===== src/sst_pkg.sv =====
// Shared types and constants for the slot schedule table with aging.
// This package has no dependencies. The controller, the datapath and the top level import it.
`timescale 1ns / 1ps

package sst_pkg;

  // Most result beats that one operation reports.
  localparam int MAX_RESULTS = 16;
  localparam int RES_NW      = $clog2(MAX_RESULTS + 1);
  localparam int RES_PW      = $clog2(MAX_RESULTS);

  // Age saturation value.
  localparam logic [7:0] AGE_MAX = 8'hFF;

  // Reset values of the configuration registers.
  localparam logic [7:0] OWN_ADDR_RST = 8'd0;
  localparam logic [7:0] TIMEOUT_RST  = 8'd10;
  localparam logic [7:0] FILTER_RST   = 8'd3;

  // Configuration register indexes.
  typedef enum logic [1:0] {
    CFG_OWN_ADDR = 2'd0,
    CFG_TIMEOUT  = 2'd1,
    CFG_FILTER   = 2'd2
  } cfg_idx_e;

  // Operation codes.
  typedef enum logic [2:0] {
    OP_ADD      = 3'd0,
    OP_PRESENCE = 3'd1,
    OP_ROUND    = 3'd2,
    OP_SWEEP    = 3'd3,
    OP_FIND     = 3'd4,
    OP_READ     = 3'd5
  } op_e;

  // Result kinds.
  typedef enum logic [2:0] {
    KIND_DONE     = 3'd0,
    KIND_FOUND    = 3'd1,
    KIND_NOTFOUND = 3'd2,
    KIND_READ     = 3'd3,
    KIND_FILTER   = 3'd4,
    KIND_REMOVED  = 3'd5,
    KIND_FULL     = 3'd6
  } kind_e;

  // Controller states.
  typedef enum logic [1:0] {
    ST_IDLE,
    ST_SCAN,
    ST_FINISH,
    ST_DRAIN
  } state_e;

  // One buffered result beat, without count and last.
  typedef struct packed {
    kind_e       kind;
    logic [3:0]  slot;
    logic [7:0]  device;
  } res_t;

  // Commands from the controller to the datapath.
  typedef struct packed {
    logic load;
    logic step;
    logic finish;
    logic pop;
  } cmd_t;

  // Status from the datapath to the controller.
  typedef struct packed {
    logic scan_end;
    logic out_last;
  } status_t;

endpackage


===== src/sst_ctrl.sv =====
// Controller state machine of the slot schedule table.
// It depends on sst_pkg and drives the datapath through cmd_t, reading status_t back.
`timescale 1ns / 1ps

module sst_ctrl
  import sst_pkg::*;
(
  input  logic    clk_i,
  input  logic    rst_ni,
  input  logic    in_valid_i,
  output logic    in_ready_o,
  output logic    out_valid_o,
  input  logic    out_ready_i,
  input  status_t st_i,
  output cmd_t    cmd_o
);

  state_e state_q, state_d;

  // State register.
  always_ff @(posedge clk_i or negedge rst_ni) begin
    if (!rst_ni) begin
      state_q <= ST_IDLE;
    end else begin
      state_q <= state_d;
    end
  end

  // Next state and commands.
  always_comb begin
    state_d     = state_q;
    cmd_o       = '0;
    in_ready_o  = 1'b0;
    out_valid_o = 1'b0;
    case (state_q)
      ST_IDLE: begin
        in_ready_o = 1'b1;
        if (in_valid_i) begin
          cmd_o.load = 1'b1;
          state_d    = ST_SCAN;
        end
      end
      ST_SCAN: begin
        if (st_i.scan_end) begin
          state_d = ST_FINISH;
        end else begin
          cmd_o.step = 1'b1;
        end
      end
      ST_FINISH: begin
        cmd_o.finish = 1'b1;
        state_d      = ST_DRAIN;
      end
      ST_DRAIN: begin
        out_valid_o = 1'b1;
        if (out_ready_i) begin
          cmd_o.pop = 1'b1;
          if (st_i.out_last) begin
            state_d = ST_IDLE;
          end
        end
      end
      default: begin
        state_d = ST_IDLE;
      end
    endcase
  end

  // An accepted item always moves the controller into the scan state.
  a_load_scan: assert property (@(posedge clk_i) disable iff (!rst_ni)
    in_valid_i && in_ready_o |=> state_q == ST_SCAN)
    else $error("accepted item did not start a scan");

  // The final result beat returns the block to accepting items.
  a_last_idle: assert property (@(posedge clk_i) disable iff (!rst_ni)
    out_valid_o && out_ready_i && st_i.out_last |=> in_ready_o)
    else $error("block not ready after final result beat");

endmodule


===== src/sst_dp.sv =====
// Datapath of the slot schedule table: slot registers, ages, count, config and result buffer.
// It depends on sst_pkg and is sequenced by sst_ctrl through cmd_t.
`timescale 1ns / 1ps

module sst_dp
  import sst_pkg::*;
#(
  parameter int SLOTS = 16
) (
  input  logic        clk_i,
  input  logic        rst_ni,
  input  logic        cfg_valid_i,
  output logic        cfg_ready_o,
  input  logic [1:0]  cfg_index_i,
  input  logic [7:0]  cfg_data_i,
  input  logic [2:0]  op_i,
  input  logic [7:0]  address_i,
  input  logic [3:0]  slot_index_i,
  input  cmd_t        cmd_i,
  output status_t     st_o,
  output logic [2:0]  kind_o,
  output logic [3:0]  slot_o,
  output logic [7:0]  device_o,
  output logic [4:0]  count_o
);

  localparam int IW = $clog2(SLOTS);
  localparam int CW = $clog2(SLOTS + 1);

  // Configuration registers; the own address is held in slot 0 of the table.
  logic [7:0] timeout_q, filter_q;

  // Schedule table and walk state.
  logic [7:0]    addr_q [SLOTS];
  logic [7:0]    addr_d [SLOTS];
  logic [7:0]    age_q  [SLOTS];
  logic [7:0]    age_d  [SLOTS];
  logic [CW-1:0] count_q, count_d;
  logic [CW-1:0] idx_q, idx_d;
  logic          hit_q, hit_d;

  // Latched item fields.
  op_e        op_q;
  logic [7:0] a_q;
  logic [3:0] sidx_q;

  // Result buffer.
  res_t              res_buf [MAX_RESULTS];
  logic [RES_NW-1:0] res_n_q;
  logic [RES_PW-1:0] rd_ptr_q;
  logic              push;
  res_t              push_res;

  logic [7:0]  cur_addr, cur_age;
  logic        scan_op;
  logic        sidx_ok;
  logic [31:0] cnt_ext, idx_ext;
  logic        cfg_wr;

  assign cfg_ready_o = 1'b1;
  assign cfg_wr      = cfg_valid_i;

  assign cur_addr = addr_q[idx_q[IW-1:0]];
  assign cur_age  = age_q[idx_q[IW-1:0]];
  assign idx_ext  = 32'(idx_q);
  assign cnt_ext  = 32'(count_q);
  assign sidx_ok  = 32'(sidx_q) < SLOTS;

  assign scan_op = (op_q == OP_ADD) || (op_q == OP_PRESENCE) || (op_q == OP_ROUND) ||
                   (op_q == OP_SWEEP) || (op_q == OP_FIND);

  assign st_o.scan_end = !scan_op || hit_q || (idx_q >= count_q);
  assign st_o.out_last = (RES_NW'(rd_ptr_q) + RES_NW'(1)) == res_n_q;

  // Output beat fields come from the buffer at the read pointer.
  assign kind_o   = res_buf[rd_ptr_q].kind;
  assign slot_o   = res_buf[rd_ptr_q].slot;
  assign device_o = res_buf[rd_ptr_q].device;
  assign count_o  = cnt_ext[4:0];

  // Config registers: the user must send writes only while the block is idle; not enforced.
  always_ff @(posedge clk_i or negedge rst_ni) begin
    if (!rst_ni) begin
      timeout_q <= TIMEOUT_RST;
      filter_q  <= FILTER_RST;
    end else if (cfg_wr) begin
      case (cfg_idx_e'(cfg_index_i))
        CFG_TIMEOUT:  timeout_q <= cfg_data_i;
        CFG_FILTER:   filter_q  <= cfg_data_i;
        default: ;
      endcase
    end
  end

  // Next state of the table and the result to buffer.
  always_comb begin
    addr_d   = addr_q;
    age_d    = age_q;
    count_d  = count_q;
    idx_d    = idx_q;
    hit_d    = hit_q;
    push     = 1'b0;
    push_res = '{kind: KIND_DONE, slot: 4'd0, device: 8'd0};

    if (cmd_i.load) begin
      hit_d = 1'b0;
      case (op_e'(op_i))
        OP_FIND: idx_d = '0;
        OP_READ: idx_d = CW'(slot_index_i);
        default: idx_d = CW'(1);
      endcase
    end

    // One slot per step of the walk.
    if (cmd_i.step) begin
      case (op_q)
        OP_ADD, OP_PRESENCE, OP_FIND: begin
          if (cur_addr == a_q) begin
            if (op_q != OP_FIND) begin
              age_d[idx_q[IW-1:0]] = 8'd0;
            end
            hit_d    = 1'b1;
            push     = 1'b1;
            push_res = '{kind: KIND_FOUND, slot: idx_ext[3:0], device: a_q};
          end
          idx_d = idx_q + CW'(1);
        end
        OP_ROUND: begin
          if (cur_age != AGE_MAX) begin
            age_d[idx_q[IW-1:0]] = cur_age + 8'd1;
          end
          idx_d = idx_q + CW'(1);
        end
        OP_SWEEP: begin
          if (cur_age > timeout_q) begin
            push     = 1'b1;
            push_res = '{kind: KIND_REMOVED, slot: idx_ext[3:0], device: cur_addr};
            // Later slots move up by one; the same index is checked again.
            for (int j = 0; j < SLOTS - 1; j++) begin
              if (CW'(j) >= idx_q) begin
                addr_d[j] = addr_q[j+1];
                age_d[j]  = age_q[j+1];
              end
            end
            addr_d[SLOTS-1] = 8'd0;
            age_d[SLOTS-1]  = 8'd0;
            if (count_q > CW'(1)) begin
              count_d = count_q - CW'(1);
            end
          end else begin
            if (cur_age > filter_q) begin
              push     = 1'b1;
              push_res = '{kind: KIND_FILTER, slot: idx_ext[3:0], device: cur_addr};
            end
            idx_d = idx_q + CW'(1);
          end
        end
        default: ;
      endcase
    end

    // Closing result of the operation.
    if (cmd_i.finish) begin
      case (op_q)
        OP_ADD: begin
          if (!hit_q) begin
            push = 1'b1;
            if (32'(count_q) < SLOTS) begin
              // The walk ended with the index at the first free slot.
              addr_d[idx_q[IW-1:0]] = a_q;
              age_d[idx_q[IW-1:0]]  = 8'd0;
              count_d  = count_q + CW'(1);
              push_res = '{kind: KIND_DONE, slot: idx_ext[3:0], device: a_q};
            end else begin
              push_res = '{kind: KIND_FULL, slot: 4'd0, device: a_q};
            end
          end
        end
        OP_PRESENCE, OP_FIND: begin
          if (!hit_q) begin
            push     = 1'b1;
            push_res = '{kind: KIND_NOTFOUND, slot: 4'd0, device: a_q};
          end
        end
        OP_SWEEP: begin
          if (res_n_q == '0) begin
            push = 1'b1;
          end
        end
        OP_READ: begin
          push = 1'b1;
          if (sidx_ok) begin
            push_res = '{kind: KIND_READ, slot: sidx_q, device: cur_addr};
          end else begin
            push_res = '{kind: KIND_NOTFOUND, slot: sidx_q, device: 8'd0};
          end
        end
        default: begin
          push = 1'b1;
        end
      endcase
    end

    if (cfg_wr && (cfg_idx_e'(cfg_index_i) == CFG_OWN_ADDR)) begin
      addr_d[0] = cfg_data_i;
    end
  end

  // Table, count and walk registers.
  always_ff @(posedge clk_i or negedge rst_ni) begin
    if (!rst_ni) begin
      for (int j = 0; j < SLOTS; j++) begin
        addr_q[j] <= 8'd0;
        age_q[j]  <= 8'd0;
      end
      addr_q[0] <= OWN_ADDR_RST;
      count_q   <= CW'(1);
      idx_q     <= '0;
      hit_q     <= 1'b0;
      res_n_q   <= '0;
      rd_ptr_q  <= '0;
    end else begin
      addr_q  <= addr_d;
      age_q   <= age_d;
      count_q <= count_d;
      idx_q   <= idx_d;
      hit_q   <= hit_d;
      if (cmd_i.load) begin
        res_n_q  <= '0;
        rd_ptr_q <= '0;
      end else begin
        if (push && (res_n_q < RES_NW'(MAX_RESULTS))) begin
          res_n_q <= res_n_q + RES_NW'(1);
        end
        if (cmd_i.pop) begin
          rd_ptr_q <= rd_ptr_q + RES_PW'(1);
        end
      end
    end
  end

  // Item fields and buffered result payload.
  always_ff @(posedge clk_i) begin
    if (cmd_i.load) begin
      op_q   <= op_e'(op_i);
      a_q    <= address_i;
      sidx_q <= slot_index_i;
    end
    if (push && (res_n_q < RES_NW'(MAX_RESULTS))) begin
      res_buf[res_n_q[RES_PW-1:0]] <= push_res;
    end
  end

  // The own slot is never removed and the count stays within the table.
  a_count_range: assert property (@(posedge clk_i) disable iff (!rst_ni)
    (count_q >= CW'(1)) && (32'(count_q) <= SLOTS))
    else $error("device count out of range");

  // A finished operation always leaves at least one beat to deliver.
  a_finish_push: assert property (@(posedge clk_i) disable iff (!rst_ni)
    cmd_i.finish |=> (res_n_q != '0))
    else $error("operation finished without a result beat");

endmodule


===== src/slot_schedule_table_with_aging.sv =====
// Sequence: load from idle, a walk of one slot per step (up to count), the scan end, a
// finish state, then the result beats as accepted; a sweep walks at most SLOTS-1 checks.
// Items are taken one at a time: a new one only after the previous item's last beat.
// Reset: asynchronous, active low; slot 0 holds the own address, all ages zero, count one.
// Top level of the slot schedule table; it depends on sst_pkg, sst_ctrl and sst_dp.
`timescale 1ns / 1ps

module slot_schedule_table_with_aging
  import sst_pkg::*;
#(
  parameter int SLOTS = 16
) (
  input  logic       clk_i,
  input  logic       rst_ni,
  input  logic       cfg_valid_i,
  output logic       cfg_ready_o,
  input  logic [1:0] cfg_index_i,
  input  logic [7:0] cfg_data_i,
  input  logic       in_valid_i,
  output logic       in_ready_o,
  input  logic [2:0] op_i,
  input  logic [7:0] address_i,
  input  logic [3:0] slot_index_i,
  output logic       out_valid_o,
  input  logic       out_ready_i,
  output logic [2:0] kind_o,
  output logic [3:0] slot_o,
  output logic [7:0] device_o,
  output logic [4:0] count_o,
  output logic       last_o
);

  cmd_t    cmd;
  status_t st;

  // Sequencer.
  sst_ctrl u_ctrl (
    .clk_i       (clk_i),
    .rst_ni      (rst_ni),
    .in_valid_i  (in_valid_i),
    .in_ready_o  (in_ready_o),
    .out_valid_o (out_valid_o),
    .out_ready_i (out_ready_i),
    .st_i        (st),
    .cmd_o       (cmd)
  );

  // Table and result storage.
  sst_dp #(
    .SLOTS (SLOTS)
  ) u_dp (
    .clk_i        (clk_i),
    .rst_ni       (rst_ni),
    .cfg_valid_i  (cfg_valid_i),
    .cfg_ready_o  (cfg_ready_o),
    .cfg_index_i  (cfg_index_i),
    .cfg_data_i   (cfg_data_i),
    .op_i         (op_i),
    .address_i    (address_i),
    .slot_index_i (slot_index_i),
    .cmd_i        (cmd),
    .st_o         (st),
    .kind_o       (kind_o),
    .slot_o       (slot_o),
    .device_o     (device_o),
    .count_o      (count_o)
  );

  assign last_o = st.out_last;

endmodule

===== config.mk =====
export PLATFORM = sky130hd
export DESIGN_NAME = slot_schedule_table_with_aging
export DESIGN_NICKNAME = d
export VERILOG_FILES = /design/src/sst_pkg.sv /design/src/sst_ctrl.sv /design/src/sst_dp.sv /design/src/slot_schedule_table_with_aging.sv
export SDC_FILE = /design/constraint.sdc
export NUM_CORES = 1
export LEC_CHECK = 0
export CORE_UTILIZATION = 30
export DETAILED_ROUTE_END_ITERATION = 12
export DONT_BUFFER_PORTS = 1
export PLACE_DENSITY = 0.5
export SYNTH_ARGS = -nofsm -noshare
export SYNTH_HDL_FRONTEND = slang
export SYNTH_HIERARCHICAL = 1
export SYNTH_SLANG_ARGS = --single-unit

===== constraint.sdc =====
create_clock -name clk_i -period 5.9 [get_ports clk_i]
set_clock_uncertainty 0.1 [all_clocks]
set_input_delay 1.18 -clock clk_i [delete_from_list [all_inputs] [get_ports clk_i]]
set_output_delay 1.18 -clock clk_i [all_outputs]
set_load 0.03 [all_outputs]

==> metrics.md <==
| Metric | Value |
|---|---|
| Final setup violation count | `0` |
| IR Drop Worst-Case VDD | `0.199 mV` |
| Full die area | `100000 um2` |
| CTS tree | `built` |
| Worst slew pin tran | `1.29 ns` |
| CORE AREA | `98300 um2` |
| Mux cell area share after synthesis | `18.9%` |
| Main combinational cell family by area after synthesis | `multiplexers` |
| Number of global-route vias before repair | `22200` |
| Post-DRT Antenna Nets | `0` |
| Post-synth EDFFs | `255` |
| Synth Area in Compound Gates | `15.7%` |
| Post-synthesis sequential area ratio | `about half` |
| Worst Path Required | `6.09 ns` |
| Synth Cell Area | `between 20000 and 30000 um2` |
| Worst-path clk slew | `0.06 ns` |
| H-tree lvl count | `3` |
| DRC errors left | `0` |
| Final WS setup | `0.513 ns` |
| Synth Flop Type | `dfrtp_1` |
| P_leak | `roughly 13 nW` |
| PortBufs | `0` |
| Post-synth cell types | `89` |
| Top Ports | `54` |
| DRT iter0 DRCs | `roughly 2100` |
| Relative slew slack | `between 10% and 20%` |
| Initial antenna violation count | `4` |
| Critical path peak fanout | `32` |
| Fmax | `between 0.15 and 0.2 GHz` |
| Share of the synthesized area in the top cell type | `25.8%` |
| Gpl congestion | `0.915` |
| Clk sinks | `between 500 and 600` |
| DR pass1 iterations | `6` |
| Synthesis warning total | `6` |
| Pwr per Cell Area | `398 nW/um2` |
| Hold Path Class | `in -> async` |
| Synth Area in Adders | `1.64%` |
| Post-Route WL | `101 mm` |
| Xor/xnor cell area share of the yosys netlist | `0.826%` |
| FF+latch count, synth | `about 550` |
| Die X-Extent | `317 um` |
| Initial Util | `30.2%` |
| CTS Buffer Depth | `3` |
| Setup TNS | `0 ns` |
| Area leader, netlist | `edfxtp_1` |
| Cts repair resizes | `0` |
| WP data arrival | `5.58 ns` |
| Fin nets | `2687` |
| Max-slew violations | `0` |
| Ys async rst share | `53.6%` |
| CTS Root Cell | `clkbuf_16` |
| Fin crit period | `about 5.4 ns` |
| RSZ-0062 raised after global routing | `false` |
| GRT Util Overall | `20.1%` |
| Routed wire per std cell | `25.6 um` |
| Simple-gate share of the synthesized area | `9.39%` |
| Via count | `22500` |
| Post-place setup slack | `0.508 ns` |
| Period utilisation layout | `91.3%` |
| Synthesized area per cell | `11.5 um2` |
| Die extent in y | `317 um` |
| Post-route cell area | `33900 um2` |
| Hold buffer count at cts | `0` |
| First-pass GRT wire length | `151 mm` |
| Setup bufs post-CTS | `0` |
| Drt via density | `5.67` |
| Worst skew pair latency | `between 0.6 and 0.7 ns` |
| CTS Buf Count | `68` |
| CP Capture Type | `flip-flop` |
| Largest net degree at the start of global routing | `295` |
| Largest cells by area after synthesis | `edfxtp_1 26%, dfrtp_1 24%, mux2i_1 11%, mux4_2 6.6%, o21ai_0 4.0%` |
| Synthesized Nets | `about 2700` |
| Worst Setup Start Kind | `flip-flop` |
| Design Power | `~0.013 W` |
| Post-placement cell area | `31700 um2` |
| Final Hold Viols | `0` |
| Grt ovf | `0` |
| Gate Count Post-Synth | `2591` |
| Count of max-cap constraint violations | `0` |
| Status | `finished clean` |
| DP HPWL | `around 70 mm` |
| Rows | `between 100 and 150` |
| Syn-to-layout area delta | `14.3%` |
| CP Class | `reg -> reg` |
| Share of layout cells above drive strength 1 | `15.4%` |
| Hold_ws | `approximately 0.15 ns` |
## synthesized netlist by cell type, drive strengths merged (12+ instances only)
| cell | count |
|---|---|
| buf | 36 |
| dfrtp | 289 |
| mux2i | 320 |
| ha | 39 |
| nor2 | 170 |
| o21ai | 242 |
| a22o | 74 |
| nand3 | 28 |
| a32oi | 12 |
| mux4 | 87 |
| nor3 | 24 |
| o211ai | 17 |
| xnor2 | 17 |
| a21o | 20 |
| mux2 | 39 |
| and3 | 17 |
| o22ai | 61 |
| nand2 | 279 |
| inv | 37 |
| a31oi | 13 |
| nor2b | 22 |
| a21oi | 94 |
| and2 | 20 |
| edfxtp | 255 |
| a22oi | 35 |
| clkbuf | 136 |
| a211oi | 26 |
| o32ai | 15 |
| a221oi | 18 |
## registers in the layout, indices dropped and copies added, names as in the netlist
name and cells:
u_dp/hit_q 1, u_dp/age_q 128, u_dp/filter_q 8, u_ctrl/state_q 2, u_dp/addr_q 128, u_dp/res_buf 240
u_dp/op_q 3, u_dp/timeout_q 8, u_dp/sidx_q 4, u_dp/a_q 8, u_dp/rd_ptr_q 4, u_dp/res_n_q 5
u_dp/idx_q 5, u_dp/count_o 5
## layout by cell type, fill, tap and decap left out, types with 28 or more instances in the layout
cell,netlist,final
inv_1,37,37
a22oi_1,35,35
o21ai_0,238,236
o22ai_1,61,61
clkbuf_16,0,69
a22o_1,74,74
mux2_2,38,38
dfrtp_1,289,285
edfxtp_1,255,255
ha_1,39,39
nand2_1,279,279
nor2_1,166,165
nand3_1,28,28
a21oi_1,90,90
mux2i_1,319,319
mux4_2,87,87
buf_4,9,126
## worst max-delay path, cell delays in order (launching register included)
cell and delay (ns):
dfrtp_2 0.71, buf_4 0.42, nor2b_1 1.04, a22o_1 0.34, o21a_1 0.15, o211ai_1 0.10, a211o_4 0.34, nor3_1 0.53
o21ai_0 0.18, a21oi_1 0.39, a22o_1 0.75
## report_power, final
part	leakage [nW]	total [W]	switching, W	internal [W]
Combinational	5.36	0.00432	0.00274	0.00157
Clock	1.10	0.00424	0.00172	0.00252
Sequential	6.36	0.00494	0.000564	0.00437
Total	12.8	0.0135	0.00503	0.00847
## cell families after synthesis
kind of cell / count (synthesis)
compound gates: 701
xor+xnor: 28
fa+ha+maj: 39
buf+inv: 210
flops: 549
mux: 446
other cells: 1
simple gates: 617
## routing by layer
metal / global-route usage, % / vias up / part of all wire, %
met2: 31.5 / 955 / 46
met3: 4.74 / 189 / 8.2
met1: 27.2 / 11400 / 43
met4: 6.69 / 4 / 3.0
met5: 0 / - / 0.023
li1: - / 9949 / -
## final timing paths
| kind | startpoint | endpoint | slack [ns] | depth (start not counted) |
|---|---|---|---|---|
| setup reg to reg | u_dp/idx_q[2] | u_dp/res_buf[15][8] | 0.51 | 10 |
| hold reg to reg | u_dp/filter_q[3] | u_dp/filter_q[3] | 0.40 | 1 |
| min in group clk_i | u_dp/filter_q[3] | u_dp/filter_q[3] | 0.40 | 1 |
| setup / recovery | u_dp/idx_q[2] | u_dp/res_buf[15][8] | 0.51 | 10 |
| hold / removal | rst_ni | u_dp/age_q[92] | 0.15 | 0 |
| max in group asynchronous | rst_ni | u_dp/idx_q[1] | 4.86 | 0 |
## area by class of cell
| cell class | instances | area, um2 |
|---|---|---|
| Tap cell | 1287 | 1610 |
| Sequential cell | 549 | 15000 |
| Inverter | 38 | 143 |
| Clock buffer | 96 | 1930 |
| Clock inverter | 28 | 344 |
| Timing Repair Buffer | 129 | 1010 |
| Fill cell | 9617 | 64300 |
| Multi-Input combinational cell | 1832 | 13900 |
| Antenna cell | 3 | 7.51 |
## through the flow
step | utilization, % | instances
finish | 34.5 | 3962
global route | 34.5 | 3959
CTS | 34.5 | 3959
detailed placement | 32.2 | 3835
global placement | 32.2 | 3835
floorplan | - | 2591
No activity file was read; power rests on OpenSTA's default activity.
